[src/assert_macros.svh]
// Assertion macros shared by the RTL files.
// Depends on nothing; bodies are empty when SYNTHESIS is defined.
`ifndef ASSERT_MACROS_SVH
`define ASSERT_MACROS_SVH
`ifndef SYNTHESIS
`define ASSERT_IMPL(label, clk, rst, cond) \
  label: assert property (@(posedge clk) disable iff (rst) (cond)) else $error("assert failed");
`define ASSERT_NEXT(label, clk, rst, pre, post) \
  label: assert property (@(posedge clk) disable iff (rst) (pre) |=> (post)) else $error("assert failed");
`else
`define ASSERT_IMPL(label, clk, rst, cond)
`define ASSERT_NEXT(label, clk, rst, pre, post)
`endif
`endif

[src/lmjm_pkg.sv]
// Shared constants and types for the Jelinek-Mercer term scorer.
// Depends on nothing.
package lmjm_pkg;
  localparam int SECTIONS   = 4;
  localparam int SEC_W      = 2;
  localparam int VOCAB_SIZE = 4096;
  localparam int TERM_W     = 12;
  localparam int DOC_TERMS  = 64;
  localparam int CNT_W      = 7;
  localparam int IDX_W      = 6;
  localparam int SCORE_FRAC = 16;
  localparam int CF_ADDR_W  = SEC_W + TERM_W;
  localparam int CF_DEPTH   = SECTIONS * VOCAB_SIZE;
  localparam logic [35:0] LN2_Q28 = 36'd186065279;
  localparam logic OP_LOAD = 1'b0;
  localparam logic OP_TERM = 1'b1;

  typedef struct packed {
    logic start;
    logic [43:0] num;
    logic [43:0] den;
  } lmjm_div_req_t;
endpackage

[src/lmjm_log.sv]
// Iterative log unit: magnitude of ln(r/2^32) in Q.SCORE_FRAC, saturated to 2^23.
// Depends on lmjm_pkg.
module lmjm_log
  import lmjm_pkg::*;
(
  input  logic        clk,
  input  logic        rst,
  input  logic        start,
  input  logic [32:0] ratio,
  output logic        done,
  output logic [23:0] mag
);
  typedef enum logic [2:0] {L_IDLE, L_NORM, L_SQ, L_MUL, L_PRD, L_RND} lstate_t;
  lstate_t st;
  logic [32:0] r;
  logic [5:0]  e;
  logic [31:0] x;
  logic [29:0] frac;
  logic [4:0]  it;
  logic [63:0] sq;
  logic [32:0] x2;
  logic [36:0] mag2;
  logic [72:0] prod;
  logic [72:0] rnd;

  localparam int SH = 58 - SCORE_FRAC;

  assign sq = 64'(x) * 64'(x);
  assign x2 = sq[62:30];
  assign rnd = prod + (73'd1 << (SH - 1));

  always_ff @(posedge clk) begin
    if (rst) begin
      st <= L_IDLE;
      done <= 1'b0;
    end else begin
      done <= 1'b0;
      unique case (st)
        L_IDLE: begin
          if (start) begin
            r <= ratio;
            e <= 6'd32;
            st <= L_NORM;
          end
        end
        L_NORM: begin
          // step down one bit a cycle to find the leading one
          if (r[e[5:0]] || e == 6'd0) begin
            if (e >= 6'd30) x <= 32'(r >> (e - 6'd30));
            else x <= 32'(r << (6'd30 - e));
            frac <= '0;
            it <= '0;
            st <= L_SQ;
          end else begin
            e <= e - 6'd1;
          end
        end
        L_SQ: begin
          if (x2[31]) begin
            x <= x2[32:1];
            frac <= {frac[28:0], 1'b1};
          end else begin
            x <= x2[31:0];
            frac <= {frac[28:0], 1'b0};
          end
          it <= it + 5'd1;
          if (it == 5'd29) st <= L_MUL;
        end
        L_MUL: begin
          mag2 <= ({31'd0, 6'd32 - e} << 30) - {7'd0, frac};
          st <= L_PRD;
        end
        L_PRD: begin
          // scale log2 by ln2
          prod <= 73'(mag2) * 73'(LN2_Q28);
          st <= L_RND;
        end
        L_RND: begin
          if ((rnd >> SH) > 73'h80_0000) mag <= 24'h80_0000;
          else mag <= rnd[SH+23:SH];
          done <= 1'b1;
          st <= L_IDLE;
        end
        default: st <= L_IDLE;
      endcase
    end
  end
endmodule

[config.mk]
export PLATFORM = sky130hd
export DESIGN_NAME = lmjm_log
export DESIGN_NICKNAME = d
export VERILOG_FILES = /design/src/assert_macros.svh /design/src/lmjm_pkg.sv /design/src/lmjm_log.sv
export SDC_FILE = /design/constraint.sdc
export NUM_CORES = 2
export LEC_CHECK = 0
export BUFFER_PORTS_ARGS = -buffer_cell sky130_fd_sc_hd__buf_4
export CAP_MARGIN = 10
export CORE_ASPECT_RATIO = 1.1
export CORE_UTILIZATION = 35
export CTS_CLUSTER_SIZE = 20
export DETAILED_ROUTE_END_ITERATION = 12
export HOLD_SLACK_MARGIN = 0.12
export PLACE_DENSITY = 0.49
export SLEW_MARGIN = 10
export SYNTH_ARGS = -nofsm -noshare
export SYNTH_HDL_FRONTEND = slang
export SYNTH_SLANG_ARGS = --single-unit
[constraint.sdc]
create_clock -name clk -period 21.2 [get_ports clk]
set_input_delay 2.12 -clock clk [delete_from_list [all_inputs] [get_ports clk]]
set_output_delay 2.12 -clock clk [all_outputs]
set_load 0.02 [all_outputs]
* After elaboration in Yosys (flattened, before gate mapping) *
Cells that the tools add are included.

operators by class
  add/subtract/negate cells = 7
  $mul = 2
  magnitude comparators = 3
  equality and inequality tests = 10
  shift-type cells = 2
  multiplexer cells = 19
  bitwise gates (word level) = 1
  reduce and logical (&&, ||, !) cells = 12

operators by type and width
  operator                                                    number
  two-way mux 32 bit                                          3
  adder 65 x 42 -> 66 bit, second input constant              1
  multiplier 37 x 28 -> 65 bit, second input constant         1
  one-hot mux 32 bit (2 select lines)                         1
  multiplier 32 x 32 -> 63 bit                                1
  one-hot mux 30 bit (2 select lines)                         1
  subtractor 36 x 30 -> 37 bit                                1
  << shifter 33 x 6 -> 32 bit                                 1
  right shift 33 x 6 -> 32 bit                                1
  two-way mux 30 bit                                          1
  greater-than comparator 24 bit, second input constant       1
  one-hot mux 3 bit (5 select lines)                          1
  two-way mux 6 bit                                           2
  one-hot mux 6 bit (2 select lines)                          1
  one-hot mux 5 bit (2 select lines)                          1
  two-way mux 3 bit                                           3
  AND reduction 3 bit                                         3
  != test 2 bit, second input constant                        4
  less-than comparator 6 x 7 -> 1 bit, second input constant  1
  binary-select mux 1 bit (select 6 bit)                      1
  == test 3 x 2 -> 1 bit, second input constant               2
  == test 3 bit, second input constant                        2
  >= comparator 6 x 5 -> 1 bit, second input constant         1
  zero test 6 bit                                             1
  15 further kinds                                            20

word-level totals
  bits in registers = 236
  bits of input ports = 36
  word-level logic and storage cells = 66

* Logic depth before layout (Yosys ltp) *
  word-level depth = 5
  depth in mapped cells = 31
  depth with buffers taken out = 27

* Worst setup path before layout *
Ideal clock, no wire load.

  path type = register -> register
  start point = reg x[2]
  end point = reg x[28], data pin
  library setup time = 0.280 ns
  data arrival time = 7.675 ns
  setup slack = 13.245 ns
  cell stages (with the launch flop) = 25
  clock period less this slack = 7.955 ns
  cells stage by stage = edfxtp_1 -> clkbuf_1 -> buf_1 -> nand2_1 -> fa_1 -> fa_1 -> inv_1 -> fa_1 -> inv_1 -> fa_1 -> inv_1 -> fa_1 -> fa_1 -> fa_1 -> fa_1 -> ha_1 -> a21o_1 -> a311o_1 -> o211ai_1 -> o211ai_1 -> a2111oi_0 -> nor2_1 -> a311o_1 -> a221oi_1 -> a211oi_1

on the way
  cells in the longest elaborated chain, start to end = 3

RTL lines
  what                                 RTL line        text
  start, declared                      lmjm_log.sv:17  logic [31:0] x;
  start signal, assigned               lmjm_log.sv:49  if (e >= 6'd30) x <= 32'(r >> (e - 6'd30));
  start signal, assigned               lmjm_log.sv:50  else x <= 32'(r << (6'd30 - e));
  start signal, assigned               lmjm_log.sv:60  x <= x2[32:1];
  multiplier 32 x 32 -> 63 bit         lmjm_log.sv:28  assign sq = 64'(x) * 64'(x);
  two-way mux 32 bit                   lmjm_log.sv:59  if (x2[31]) begin
  one-hot mux 32 bit (2 select lines)  lmjm_log.sv:38  unique case (st)

No other way between the ends.
A chain may end at the register's enable or synchronous reset.

* Worst setup path in the final report *
  start point = reg x[9]
  end point = reg x[16], data pin

The elaborated chain is that of the path after synthesis.

==> metrics.txt <==
# TYPE chip_impl_metric gauge
chip_impl_metric{name="num_io_pins",unit=""} 61
chip_impl_metric{name="cp_data_required_time",unit="ns"} 21.45
chip_impl_info{name="critical_path.cell_chain",value="buf_4 > clkinv_1 > nor2_1 > fa_1 > fa_1 > inv_1 > fa_1 > fa_1 > inv_1 > fa_1 > fa_1 > fa_1 > fa_1 > ha_1 > a21oi_1 > o21ai_0 > o2bb2ai_1 > o21ai_1 > o221a_2 > nand4_1 > nand3_1 > nand2_1 > o221a_2"} 1
chip_impl_metric{name="timing.hold.worst_path_depth",unit=""} 1
chip_impl_metric{name="drive_above_1_share",unit="%"} 4.42
chip_impl_metric{name="multiInputGateArea",unit="µm²"} 44600
chip_impl_metric{name="worst_path_buffer_plus_inverter_count",unit=""} 4
chip_impl_info{name="cp_top_family",value="adder cells"} 1
chip_impl_metric{name="slew_headroom",unit="%"} 28.0
chip_impl_metric{name="cts-resized-gates",unit=""} 0
chip_impl_info{name="run_status",value="finished, final reports clean"} 1
chip_impl_metric{name="wp_data_arrival",unit="ns"} 10.29
chip_impl_metric{name="fill_cells",unit=""} 16500
chip_impl_metric{name="yosys_warn_count",unit=""} 0
chip_impl_info{name="r2r-start",value="x[9]"} 1
chip_impl_metric{name="syn_nets",unit=""} 7820
chip_impl_metric{name="synth_edf_count",unit=""} 191
chip_impl_metric{name="postCtsSetupRepairBufs",unit=""} 0
chip_impl_metric{name="grt_antenna_before_repair",unit=""} 3
chip_impl_metric{name="globalplace.congestion",unit=""} 0.913
chip_impl_metric{name="worst_clock_skew",unit="ns"} 0.0188
chip_impl_metric{name="final.setup.tns",unit="ns"} 0
chip_impl_metric{name="syn_to_final_growth",unit="%"} 6.06
chip_impl_metric{name="synth_async_sr_flop_share",unit="%"} 0
chip_impl_metric{name="std_cell_rows",unit=""} 155
chip_impl_metric{name="layout.nets",unit=""} 7761
chip_impl_metric{name="floorplan.core_area",unit="µm²"} 163000
chip_impl_metric{name="report.final.setup_viol",unit=""} 0
chip_impl_metric{name="synth.yosys.seq_area_share",unit="%"} 10.1
chip_impl_info{name="clock_tree.root_cell",value="clkbuf_16"} 1
chip_impl_metric{name="drt-initial-drc-count",unit=""} 2093
chip_impl_metric{name="die_width",unit="µm"} 388
chip_impl_metric{name="design.die.area",unit="µm²"} 166000
chip_impl_metric{name="firstDrtPassIters",unit=""} 6
chip_impl_metric{name="grt_overflow_total",unit=""} 0
chip_impl_info{name="hold_critical_path_endpoint",value="mag2[20]"} 1
chip_impl_metric{name="achievable-frequency",unit="MHz"} 99.6
chip_impl_metric{name="synth_seq_cells",unit=""} 195
chip_impl_metric{name="finalCriticalPeriod",unit="ns"} 10.04
chip_impl_metric{name="die-height",unit="µm"} 427
chip_impl_info{name="yosys.area.top_type",value="fa_1"} 1
chip_impl_metric{name="grt_max_degree",unit=""} 69
chip_impl_metric{name="cts-buffers-inserted",unit=""} 17
chip_impl_metric{name="portBuffers",unit=""} 60
chip_impl_info{name="reg_to_reg_end",value="x[16]"} 1
chip_impl_metric{name="remaining_drc_errors",unit=""} 0
chip_impl_metric{name="route.vias.total",unit=""} 39200
chip_impl_metric{name="tightestPinTransition",unit="ns"} 1.08
chip_impl_info{name="synth.top_cells.by_count",value="inv_1, fa_1, ha_1, nand2_1, and2_1"} 1
chip_impl_metric{name="placement.cell_area",unit="µm²"} 60200
chip_impl_metric{name="avgRoutedWirePerCell",unit="µm"} 19.8
chip_impl_info{name="tritoncts",value="yes"} 1
chip_impl_metric{name="syn_avg_cell_area",unit="µm²"} 9.61
chip_impl_metric{name="number_of_cells_produced_by_synthesis",unit=""} 5971
chip_impl_metric{name="synth_top_area_share",unit="%"} 41.5
chip_impl_metric{name="clock_insertion_delay_worst_skew",unit="ns"} 0.50
chip_impl_metric{name="yosys.cell_types.count",unit=""} 85
chip_impl_metric{name="path_max_fanout",unit=""} 26
chip_impl_metric{name="depth_of_the_cts_h_tree",unit=""} 4
chip_impl_metric{name="cts.reportedPaths.clkPinSlew",unit="ns"} 0.09
chip_impl_metric{name="post_synth_instance_area",unit="µm²"} 57400
chip_impl_metric{name="report.final.hold_viol_count",unit=""} 0
chip_impl_metric{name="critPathMaxStageDelay",unit="ns"} 0.71
chip_impl_metric{name="cts-root-to-sink-buffers",unit=""} 2
chip_impl_metric{name="ant_nets",unit=""} 0
chip_impl_metric{name="fin_area",unit="µm²"} 60900
chip_impl_metric{name="wirelength",unit="µm"} 160000
chip_impl_metric{name="clock_sinks",unit=""} 195
chip_impl_metric{name="final-seq-area",unit="µm²"} 5820
chip_impl_metric{name="hold_buffers",unit=""} 0
chip_impl_info{name="grt_setup_unrepaired",value="no"} 1
chip_impl_info{name="synth.most_common_cell",value="inv_1"} 1
chip_impl_metric{name="routed_via_density",unit=""} 4.87
chip_impl_info{name="hp_class",value="reg2reg"} 1
chip_impl_info{name="timing.critical_path.from_type",value="register"} 1
chip_impl_info{name="worst_hold_startpoint",value="frac[20]"} 1
chip_impl_metric{name="regToRegSetupSlack",unit="ns"} 11.16
chip_impl_info{name="post_synth_main_area_contributors",value="fa_1, ha_1, inv_1"} 1
chip_impl_metric{name="initial_core_util",unit="%"} 35.3
chip_impl_metric{name="worst-r2r-cell-count",unit=""} 23
chip_impl_info{name="cp_slowest_cell",value="nand3_1"} 1
chip_impl_metric{name="count_of_pins_over_their_slew_limit",unit=""} 0
chip_impl_info{name="crit_path_end_kind",value="register"} 1
chip_impl_metric{name="global_route.usage.total",unit="%"} 19.7
chip_impl_metric{name="grt_first_pass_wirelength",unit="µm"} 251000
chip_impl_metric{name="cap_viol_max_count",unit=""} 0
chip_impl_metric{name="dp_hpwl",unit="µm"} 130000
chip_impl_info{name="critPathMostFrequentCell",value="fa_1"} 1
chip_impl_info{name="dominantRegCellSynth",value="edfxtp_1"} 1
chip_impl_metric{name="final.period_utilization",unit="%"} 47.4
chip_impl_metric{name="grt_pass1_vias",unit=""} 42600
chip_impl_info{name="setup.worst_path.class",value="reg2reg"} 1
[metal layers]
metal / track usage [%] / wire length, µm / up-vias
met3: 0.982 / 3860 / 114
met5: 0 / 0 / -
li1: - / - / 18300
met2: 35.9 / 82400 / 632
met4: 3.68 / 2760 / 0
met1: 26.0 / 70600 / 20200
[kinds of logic (layout without fill, tap and decap cells)]
| kind of cell | count (synthesis) | after routing | share of synthesized area (%) |
|---|---|---|---|
| AOI/OAI and AO/OA | 608 | 608 | 6.91 |
| xor gates and xnor gates | 161 | 161 | 2.46 |
| adders and majority gates | 1813 | 1813 | 55.1 |
| buffers and inverters | 1874 | 1828 | 12.3 |
| DFF | 195 | 195 | 10.1 |
| muxes | 115 | 115 | 2.80 |
| other | 0 | 1 | 0 |
| and+or+nand+nor | 1205 | 1205 | 10.3 |
[metrics by stage]
| stage | setup slack, ns | std cells | util (%) | hold slack (ns) |
|---|---|---|---|---|
| floorplan | 13.25 | 5971 | - | 0.451 |
| global placement | 10.92 | 8011 | 37.1 | 0.586 |
| detailed placement | 11.13 | 8012 | 37.1 | 0.594 |
| CTS | 11.13 | 8044 | 37.5 | 0.617 |
| global route | 10.87 | 8044 | 37.5 | 0.639 |
| finish | 11.16 | 8045 | 37.5 | 0.608 |
[layout make-up]
| cell class | count | share of cell area (%) |
|---|---|---|
| Antenna cell | 1 | 0.00411 |
| Clock buffer | 17 | 0.699 |
| Clock inverter | 15 | 0.321 |
| Inverter | 1673 | 10.3 |
| Multi-Input combinational cell | 3902 | 73.2 |
| Sequential cell | 195 | 9.55 |
| Tap cell | 2119 | 4.36 |
| Timing Repair Buffer | 123 | 1.51 |
[worst max path at each step]
stage / to / from / cells after the start / slack (ns)
floorplan: x[28] / x[2] / 24 / 13.25
global placement: x[22] / x[9] / 23 / 10.92
detailed placement: x[16] / x[9] / 23 / 11.13
CTS: x[16] / x[9] / 23 / 11.13
global route: x[16] / x[9] / 23 / 10.87
finish: x[16] / x[9] / 23 / 11.16
[cell usage in the layout (no fill, tap or decap), types with 23 or more instances in the layout]
master    count
mux4_2       34
xnor2_1      81
nand2_1     413
buf_4       122
ha_1        624
mux2_2       24
a21oi_1     173
fa_1       1189
a31oi_1      30
and3_1       48
edfxtp_1    191
nor2_1      203
nand4_1      39
o22ai_1      26
nor3_1       85
or3_1        23
mux2i_1      57
nand3_1      41
o21ai_0      98
a21o_1       81
and2_1      245
xor2_1       76
nor2b_1      26
inv_1      1672
a211oi_1     32
[flip-flops by register name, indices dropped and copies added, names as in the netlist]
name  count
done      1
e         6
frac     30
it        5
mag      24
mag2     37
prod     24
r        33
st        3
x        32
Power is left out: the tool's default activity adds up to more than one toggle a clock period on the data nets, which glitch-free logic cannot reach.
