## src/assert_macros.svh

```systemverilog
// Assertion macros shared by the RTL files.
// Depends on nothing; bodies are empty when SYNTHESIS is defined.
`ifndef ASSERT_MACROS_SVH
`define ASSERT_MACROS_SVH
`ifndef SYNTHESIS
`define ASSERT_IMPL(label, clk, rst, cond) \
  label: assert property (@(posedge clk) disable iff (rst) (cond)) else $error("assert failed");
`define ASSERT_NEXT(label, clk, rst, pre, post) \
  label: assert property (@(posedge clk) disable iff (rst) (pre) |=> (post)) else $error("assert failed");
`else
`define ASSERT_IMPL(label, clk, rst, cond)
`define ASSERT_NEXT(label, clk, rst, pre, post)
`endif
`endif

```

## src/lmjm_pkg.sv

```systemverilog
// Shared constants and types for the Jelinek-Mercer term scorer.
// Depends on nothing.
package lmjm_pkg;
  localparam int SECTIONS   = 4;
  localparam int SEC_W      = 2;
  localparam int VOCAB_SIZE = 4096;
  localparam int TERM_W     = 12;
  localparam int DOC_TERMS  = 64;
  localparam int CNT_W      = 7;
  localparam int IDX_W      = 6;
  localparam int SCORE_FRAC = 16;
  localparam int CF_ADDR_W  = SEC_W + TERM_W;
  localparam int CF_DEPTH   = SECTIONS * VOCAB_SIZE;
  localparam logic [35:0] LN2_Q28 = 36'd186065279;
  localparam logic OP_LOAD = 1'b0;
  localparam logic OP_TERM = 1'b1;

  typedef struct packed {
    logic start;
    logic [43:0] num;
    logic [43:0] den;
  } lmjm_div_req_t;
endpackage

```

## src/lmjm_div.sv

```systemverilog
// Bit-serial divider: floor(num*2^32/den) clamped to 2^32, one bit per cycle.
// Depends on lmjm_pkg.
module lmjm_div
  import lmjm_pkg::*;
(
  input  logic          clk,
  input  logic          rst,
  input  lmjm_div_req_t req,
  output logic          done,
  output logic [32:0]   quot
);
  logic [44:0] rem;
  logic [43:0] den;
  logic [5:0]  cnt;
  logic        busy;
  logic [45:0] rem2;

  assign rem2 = {rem, 1'b0};

  always_ff @(posedge clk) begin
    if (rst) begin
      busy <= 1'b0;
      done <= 1'b0;
    end else begin
      done <= 1'b0;
      if (req.start) begin
        den <= req.den;
        rem <= {1'b0, req.num};
        quot <= '0;
        cnt <= '0;
        if (req.num >= req.den) begin
          quot <= 33'h1_0000_0000;
          done <= 1'b1;
        end else begin
          busy <= 1'b1;
        end
      end else if (busy) begin
        if (rem2 >= {2'b0, den}) begin
          rem <= 45'(rem2 - {2'b0, den});
          quot <= {quot[31:0], 1'b1};
        end else begin
          rem <= rem2[44:0];
          quot <= {quot[31:0], 1'b0};
        end
        cnt <= cnt + 6'd1;
        if (cnt == 6'd31) begin
          busy <= 1'b0;
          done <= 1'b1;
        end
      end
    end
  end
endmodule

```

## config.mk

```make
export PLATFORM = sky130hd
export DESIGN_NAME = lmjm_div
export DESIGN_NICKNAME = d
export VERILOG_FILES = /design/src/assert_macros.svh /design/src/lmjm_pkg.sv /design/src/lmjm_div.sv
export SDC_FILE = /design/constraint.sdc
export NUM_CORES = 1
export LEC_CHECK = 0
export BUFFER_PORTS_ARGS = -buffer_cell sky130_fd_sc_hd__buf_2
export CORE_MARGIN = 4
export CORE_UTILIZATION = 55
export CTS_BUF_LIST = sky130_fd_sc_hd__clkbuf_8 sky130_fd_sc_hd__clkbuf_16
export DETAILED_ROUTE_END_ITERATION = 10
export PLACE_DENSITY = 0.81
export REMOVE_ABC_BUFFERS = 1
export SYNTH_ARGS = -nofsm -noshare
export SYNTH_HDL_FRONTEND = slang
export SYNTH_SLANG_ARGS = --single-unit
```

## constraint.sdc

```tcl
create_clock -name clk -period 7.4 [get_ports clk]
set_input_delay 1.11 -clock clk [delete_from_list [all_inputs] [get_ports clk]]
set_output_delay 1.11 -clock clk [all_outputs]
set_load 0.02 [all_outputs]
```

# ---- Word-level counts from Yosys, hierarchy flattened
# Cells that the tools add are included.
dict set report op_classes {
  add_sub_neg 2
  n_mul 0
  div_mod_pow 0
  magnitude_cmp 2
  eq_ne 2
  shift 0
  mux 16
  bitwise_logic 1
  n_reduce_logical 3
}
# cell n
set ops {}
lappend ops {{two-way mux 33 bit} 3}
lappend ops {{two-way mux 45 bit} 2}
lappend ops {{greater-or-equal comparator 46 x 44 -> 1 bit} 1}
lappend ops {{subtractor 45 x 44 -> 45 bit} 1}
lappend ops {{greater-or-equal comparator 44 bit} 1}
lappend ops {{two-way mux 44 bit} 1}
lappend ops {{two-way mux 1 bit} 9}
lappend ops {{adder 6 x 1 -> 6 bit, second input constant} 1}
lappend ops {{equality test 6 x 5 -> 1 bit, second input constant} 1}
lappend ops {{two-way mux 6 bit} 1}
lappend ops {{AND reduction 2 bit} 2}
lappend ops {{!= test 2 bit, second input constant} 1}
lappend ops {{nonzero test 2 bit} 1}
lappend ops {{NOT 1 bit} 1}
dict set report totals {
  register_bits 130
  latchBits 0
  ram_bits 0
  rom_bits 0
  inputBits 91
  out_inout_bits 34
  mem_count 0
}

# ---- Logic depth before layout (Yosys ltp)
# Gate-level depths: netlist of run 1.
dict set report logic_depth {
  depth_word 4
  depth_mapped 14
}

# ---- Least setup slack after synthesis of run 1
# OpenSTA, ideal clock, no wires.
dict set report synth_path {
  path_type {input to register}
  startpoint {input req[88] in the netlist's numbering}
  endpoint {register cnt[0], enable pin}
  setup_ns 0.527
  t_arrival_ns 5.197
  slack_ns 1.676
  stages 4
  path_cell_list {clkbuf_1 -> clkbuf_1 -> nor2_1 -> nor2_1}
}
dict set report synth_between {
  elab_chain_len 2
}
# element line_no
set synth_rtl {}
lappend synth_rtl {{start, declared} lmjm_div.sv:8} ;# input lmjm_div_req_t req,
lappend synth_rtl {{nonzero test 2 bit (no source line)} --}
lappend synth_rtl {{AND reduction 2 bit (no source line)} --}
lappend synth_rtl {{end signal, assigned} lmjm_div.sv:45} ;# cnt <= cnt + 6'd1;
lappend synth_rtl {{end, declared} lmjm_div.sv:14} ;# logic [5:0] cnt;
# No other way between the ends.
# A chain may end at the register's enable or synchronous reset.

# ---- Final worst setup path of run 1
dict set report layout_path {
  startpoint {register rem[36]}
  endpoint {register rem[34], data pin}
}
dict set report layout_between {
  elab_chain_len 4
}
# element line_no
set layout_rtl {}
lappend layout_rtl {{start, declared} lmjm_div.sv:12} ;# logic [44:0] rem;
lappend layout_rtl {{start signal, assigned} lmjm_div.sv:28} ;# rem <= {1'b0, req.num};
lappend layout_rtl {{start signal, assigned} lmjm_div.sv:39} ;# rem <= 45'(rem2 - {2'b0, den});
lappend layout_rtl {{start signal, assigned} lmjm_div.sv:42} ;# rem <= rem2[44:0];
lappend layout_rtl {{greater-or-equal comparator 46 x 44 -> 1 bit} lmjm_div.sv:38} ;# if (rem2 >= {2'b0, den}) begin
lappend layout_rtl {{two-way mux 45 bit} lmjm_div.sv:38}
lappend layout_rtl {{two-way mux 45 bit} lmjm_div.sv:37} ;# end else if (busy) begin
lappend layout_rtl {{two-way mux 44 bit} lmjm_div.sv:26} ;# if (req.start) begin
# No other way between the ends. The select of a mux whose other input is x is not followed.

==> summary.txt, run 1 <==
Layout
  – Final net count: 1,218
  – Layout cells sized above 1: 21.5%
  – Final-layout fill cell count: 1,314
  – Fin area: 10,600 um2
  – Most common cell after layout, fill and taps aside: edfxtp_1
  – Area added between synthesis and finish: 14.8%
  – Most frequent cells in the layout: edfxtp_1, buf_2, inv_1
  – Fin cells: 1,271

Power and ir drop
  – Sw Share: 30.3%
  – Total power: 2.53 mW
  – Leak: 4.74 nW
  – Sequential share of power: 36.4%
  – Comb power frac: 28.4%
  – Pwr dens: 238 nW/um2
  – Worst IR Drop VDD: 0.174 mV
  – P_sw: 0.767 mW
  – Clock power frac: 35.2%
  – Power Internal: 1.76 mW

Clock network
  – Postcts setup bufs: 0
  – Clk pin slew, worst setup/hold paths: 0.06 ns
  – CTS buffer count: 17
  – CTS Buffer Depth: 2
  – Clock root buffer master: clkbuf_16
  – CTS tree: built
  – TritonCTS Sinks: 130
  – # hold bufs at CTS: 0
  – CTS resizes: 0
  – Worst skew pair latency: 0.43 ns
  – Depth of the CTS H-tree: 4

Route
  – Vias: 7,290
  – DRC: 0
  – Routed WL: 21,900 um
  – Average wire per standard cell: 17.2 um
  – Initial DRC Count: 593
  – Number of antenna-violating nets in the routed design: 0
  – Post-DR vias/cell: 5.74
  – DR pass1 iterations: 6

STA
  – Actual slew at the worst max-slew pin: 1.08 ns
  – Setup TNS: 0 ns
  – Fmax achieved: 0.239 GHz
  – Crit path time final: 4.18 ns
  – Clock Skew: 0.0107 ns
  – Final period util: 56.5%
  – WHS: 0.500 ns
  – Worst slew margin: 27.9%
  – Max Transition Viols Final: 0
  – Fin. Hold Viols: 0
  – Final setup vio count: 0
  – Unrepaired setup endpoints after global routing: no

Synthesis
  – Synth Area in Simple Gates: 14.3%
  – Synth async-reset ratio: 0%
  – Mapped Area: 9270 um2
  – EDFF count, synth: 128
  – Syn_area_per_cell: 10.0 um2
  – Most used DFF post-synth: edfxtp_1
  – Multiplexer share of the synthesized area: 5.73%
  – Mapped Cells: 927
  – XOR/XNOR Fraction of Synth Area: 3.68%
  – Register area share after synthesis: 41.9%
  – Distinct cell type count after synthesis: 71
  – Register bit total from synthesis: 130
  – Yosys warnings: 0
  – Adder-Cell Fraction of Synth Area: 12.2%
  – Largest family of logic cells by synthesized area: compound AO/OA/AOI/OAI gates
  – Synth Area in Compound Gates: 16.1%

Floorplanning
  – Die area: 19,000 um2
  – Die height: 138 um
  – Die X: 138 um
  – Core Area: 16,500 um2
  – I/O pin cnt: 125
  – Initial Util: 56.1%
  – Rows: 47

Placed design
  – PortBufs: 124
  – Gpl congestion: 0.954
  – Dpl hpwl: 16,200 um
  – Post-placement cell area: 10,000 um2
  – Placed Cells: 1,238

Setup path
  – Worst EP required: 7.58 ns
  – Critical-path cell list: ha_1, nand4_1, nor4_1, nand4_1, nor3_1, a211oi_2, nand3_2, buf_4, mux2_2, mux2_2
  – CP arrival: 4.36 ns
  – Crit. End Element: flop
  – Critical path fanouts, max: 48
  – Critical setup path kind: flop to flop
  – Worst Setup Start Kind: flop
  – CP max stage delay: 0.58 ns
  – Slowest CP cell: nor4_1

Global routing
  – Vias in the first global route: 7,238
  – Antenna violations before repair: 7
  – First-pass GRT wire length: 35,000 um
  – Total gr overflow: 0
  – Largest net degree at the start of global routing: 92
  – All-Layer GR Usage: 23.7%

Min path
  – Hold crit path type: flop to flop

Status
  – Outcome: finished, final reports clean

Job
  – Reported max-cap violation count: 0
## registers in the layout (all words and copies together) (netlist names)
name / count
den: 44
cnt: 6
rem: 45
busy: 1
quot: 33
done: 1
## power by group through the flow
| stage | clock network (mW) | registers [mW] | logic, mW |
|---|---|---|---|
| after global placement | 0 | 0.933 | 0.687 |
| after global routing | 0.938 | 0.927 | 0.798 |
| after CTS | 0.901 | 0.921 | 0.713 |
| after floorplan | 0 | 0.946 | 0.514 |
| final | 0.891 | 0.921 | 0.718 |
| after detailed placement | 0 | 0.934 | 0.705 |
## final cells by class
type,count,area (um2),share of cell area [%]
Antenna cell,2,5.00,0.0470
Sequential cell,130,3880,36.5
Multi-Input combinational cell,658,4830,45.4
Timing Repair Buffer,128,653,6.13
Clock inverter,14,189,1.77
Tap cell,220,275,2.58
Inverter,102,383,3.60
Clock buffer,17,425,3.99
## cell families (layout without fill, tap and decap cells)
family	after synthesis	after routing
adders and majority gates	90	90
muxes	47	47
AOI/OAI and AO/OA	227	227
xor gates and xnor gates	39	39
and+or+nand+nor	255	255
other	0	2
DFF	130	130
buffers and inverters	139	261
## worst max-delay path, delay by kind of cell, from the launching register on
kind / cells / cell delay, ns
fa+ha+maj: 1 / 0.46
mux: 2 / 0.66
simple gates: 5 / 1.71
buf+inv: 1 / 0.53
compound gates: 1 / 0.10
flops: 1 / 0.40
## per-stage QoR
step,setup WS (ns),utilization (%)
floorplan,2.19,-
global placement,2.61,60.7
detailed placement,2.88,60.7
CTS,3.27,64.4
global route,3.05,64.4
finish,3.22,64.4
## synthesized netlist by cell type, types with 5 or more instances
cell type,count,area share [%]
edfxtp_1,128,41
inv_1,102,4.1
ha_1,89,12
a21oi_1,87,4.7
nor2_1,61,2.5
nand2_1,57,2.3
nor2b_1,43,2.9
mux2_2,41,5.0
a21o_1,34,2.8
o21ai_0,32,1.7
xnor2_1,22,2.1
clkbuf_1,18,0.73
nand4_1,18,1.2
xor2_1,17,1.6
nand2b_1,13,0.88
buf_2,12,0.65
o21bai_1,12,0.97
nand3_1,11,0.59
nor3_1,11,0.59
a31oi_1,6,0.40
or3_1,6,0.40
a211oi_1,5,0.40
a221oi_1,5,0.47
and4_1,5,0.47
nor4_1,5,0.34
## final timing paths
| path | start | end | slack [ns] | cells past startpoint |
|---|---|---|---|---|
| setup / recovery | rem[36] | rem[34] | 3.22 | 10 |
| hold / removal | busy | busy | 0.50 | 2 |
| setup reg to reg | rem[36] | rem[34] | 3.22 | 10 |
| hold reg to reg | busy | busy | 0.50 | 2 |
## layer usage
layer  routed length, um  share of wire (%)  vias to the layer above  track usage, %
met4                 426                1.9                       10            7.30
met2               10100                 46                      267            38.4
met3                1720                7.9                       47            6.46
met5                  59               0.27                        -            1.11
li1                    -                  -                     3571               -
met1                9620                 44                     3395            31.0
Power figures use the tool's default switching activity.
==> inputs of run 2 (changes only) <==
--- a/config.mk
+++ b/config.mk
@@ -5,12 +5,13 @@
 export SDC_FILE = /design/constraint.sdc
 export NUM_CORES = 1
 export LEC_CHECK = 0
+export ABC_AREA = 1
 export BUFFER_PORTS_ARGS = -buffer_cell sky130_fd_sc_hd__buf_2
 export CORE_MARGIN = 4
-export CORE_UTILIZATION = 55
+export CORE_UTILIZATION = 54
 export CTS_BUF_LIST = sky130_fd_sc_hd__clkbuf_8 sky130_fd_sc_hd__clkbuf_16
 export DETAILED_ROUTE_END_ITERATION = 10
-export PLACE_DENSITY = 0.81
+export PLACE_DENSITY = 0.82
 export REMOVE_ABC_BUFFERS = 1
 export SYNTH_ARGS = -nofsm -noshare
 export SYNTH_HDL_FRONTEND = slang
==> constraint.sdc (replaced) <==
create_clock -name clk -period 3.45 [get_ports clk]
set_input_delay 0.5175 -clock clk [delete_from_list [all_inputs] [get_ports clk]]
set_output_delay 0.5175 -clock clk [all_outputs]
set_load 0.02 [all_outputs]
==> run 2 against run 1 <==
Core utilization fell by 2.1 points. Critical path type unchanged. Largest cell class unchanged. Synthesized cell count rose by 66%. Worst hold slack got worse by 0.22 ns. Fmax rose by 49%. Clock skew rose by 0.0072 ns. Global-route usage rose by 3.5 points.
==> summary.txt, run 2 <==
Status
  – Outcome: finished, final reports clean

Synthesis
  – Distinct cell type count after synthesis: 35
  – Largest family of logic cells by synthesized area: simple AND/OR/NAND/NOR gates
  – Multiplexer share of the synthesized area: 0%
  – Post-synth top cells: nand2_1, inv_1, edfxtp_1, nor2_1, ha_1
  – Mapped Cells: 1,543
  – Synth Area in Compound Gates: 3.77%
  – Yosys warnings: 0
  – Area leader, netlist: edfxtp_1
  – EDFF count, synth: 128
  – Most frequent cell after synthesis: nand2_1
  – XOR/XNOR Fraction of Synth Area: 1.89%
  – Adder-Cell Fraction of Synth Area: 10.6%
  – Register bit total from synthesis: 130
  – Synth Area in Simple Gates: 34.1%
  – Mapped Area: 10,700 um2
  – Synth area leaders: edfxtp_1, nand2_1, inv_1, ha_1, nand3_1
  – Post-synth top area share: 36.0%
  – Register area share after synthesis: 36.4%
  – Synth async-reset ratio: 0%
  – Most used DFF post-synth: edfxtp_1
  – Syn_area_per_cell: 6.92 um2

STA
  – Worst Setup Slack, final: 0.639 ns
  – Actual slew at the worst max-slew pin: 0.917 ns
  – Setup TNS: 0 ns
  – Crit path time final: 2.81 ns
  – Clock Skew: 0.0179 ns
  – Worst slew margin: 38.3%
  – Fin. Hold Viols: 0
  – Max Transition Viols Final: 0
  – Unrepaired setup endpoints after global routing: no
  – WHS: 0.276 ns
  – Fmax achieved: 0.356 GHz
  – Final setup vio count: 0
  – Final period util: 81.5%

Floorplanning
  – Die area: 22,100 um2
  – Die height: 149 um
  – Die X: 149 um
  – Initial Util: 54.8%
  – I/O pin cnt: 125
  – Rows: 51
  – Core Area: 19,500 um2

Layout
  – Final-layout fill cell count: 1,809
  – Final net count: 1,850
  – ANT cells: 0
  – Fin area: 12,100 um2
  – Layout cells sized above 1: 11.7%
  – Number of flip-flops in the largest register: 45
  – Biggest register: rem
  – Area added between synthesis and finish: 13.6%
  – Most frequent cells in the layout: nand2_1, inv_1, edfxtp_1
  – Most common cell after layout, fill and taps aside: nand2_1
  – Top flop regs: rem: 45 flops, den: 44 flops, quot: 33 flops

Route
  – Vias: 9,808
  – Post-DR vias/cell: 5.04
  – Initial DRC Count: 646
  – DRC: 0
  – Routed WL: 29,700 um
  – DR pass1 iterations: 5
  – Number of antenna-violating nets in the routed design: 0
  – Average wire per standard cell: 15.3 um

Global routing
  – All-Layer GR Usage: 27.2%
  – Largest net degree at the start of global routing: 82
  – Vias in the first global route: 9,577
  – First-pass GRT wire length: 47,800 um
  – Antenna violations before repair: 0
  – Total gr overflow: 0

Clock network
  – Clk pin slew, worst setup/hold paths: 0.07 ns
  – CTS tree: built
  – Depth of the CTS H-tree: 4
  – TritonCTS Sinks: 130
  – Clock root buffer master: clkbuf_16
  – CTS Buffer Depth: 2
  – CTS resizes: 0
  – Worst skew pair latency: 0.43 ns
  – # hold bufs at CTS: 0
  – CTS buffer count: 17
  – Postcts setup bufs: 0

Power and ir drop
  – Worst IR Drop VDD: 0.323 mV
  – Pwr dens: 447 nW/um2
  – Leak: 6.62 nW
  – Total power: 5.43 mW

Setup path
  – Critical setup path kind: flop to flop
  – Worst EP required: 3.63 ns
  – CP arrival: 2.99 ns
  – Critical path fanouts, max: 32
  – Worst Setup Start Kind: flop
  – Crit. End Element: flop

Placed design
  – Dpl hpwl: 23,100 um
  – Setup slack at placement: 0.718 ns
  – Gpl congestion: 1.01
  – Post-placement cell area: 11,600 um2
  – PortBufs: 124

Min path
  – Hold crit path type: primary input to flop

Job
  – Reported max-cap violation count: 0
-- run 2: critical path, stage by stage, from the launching register on --
cell and delay, ns:
edfxtp_1 0.44, ha_1 0.38, nand2_1 0.15, inv_1 0.05, nand2_1 0.07, nand2_1 0.07
nand2_1 0.06, nand2_1 0.09, nand2_1 0.07, nand2_1 0.07, inv_1 0.07, nand2_1 0.08
nand2_2 0.58, nand3b_1 0.17, nand3_1 0.15, nand2_1 0.06
-- run 2: area by class of cell --
| type | count | area, um2 | share of cell area (%) |
|---|---|---|---|
| Tap cell | 265 | 332 | 2.73 |
| Clock inverter | 15 | 145 | 1.20 |
| Inverter | 337 | 1270 | 10.4 |
| Clock buffer | 17 | 425 | 3.51 |
| Sequential cell | 130 | 3880 | 32.0 |
| Timing Repair Buffer | 132 | 693 | 5.71 |
| Multi-Input combinational cell | 1051 | 5390 | 44.4 |
-- run 2: through the flow --
step | std cells | util [%]
final | 1947 | 62.3
after global routing | 1947 | 62.3
after CTS | 1947 | 62.3
after detailed placement | 1915 | 59.4
after global placement | 1915 | 59.4
after floorplan | 1518 | -
-- run 2: routing by layer --
metal  track usage [%]  vias to the layer above  share of wire, %
li1                  -                     5040                 -
met1              36.4                     4468                46
met2              46.2                      274                46
met3              4.81                       26               6.2
met4              6.19                        0               1.4
met5                 0                        -                 0
-- run 2: path summary, 6_finish.rpt --
kind,start,end,slack [ns],cells after the start
setup / recovery,rem[15],rem[20],0.64,15
hold / removal,req[34],den[34],0.28,1
setup reg to reg,rem[15],rem[20],0.64,15
hold reg to reg,busy,busy,0.46,2
-- run 2: power by group --
part	internal [mW]	leakage, nW	switching (mW)	total, mW
clock	1.01	0.278	0.798	1.81
sequential	1.90	1.24	0.0566	1.96
combinational	0.578	5.10	1.08	1.66
total	3.49	6.62	1.93	5.43
-- run 2: cell families (layout without fill, tap and decap cells) --
group           Yosys count  count (layout)
simple gates            863             863
buf+inv                 362             501
flops                   130             130
fa+ha+maj                90              90
compound gates           75              75
xor+xnor                 23              23
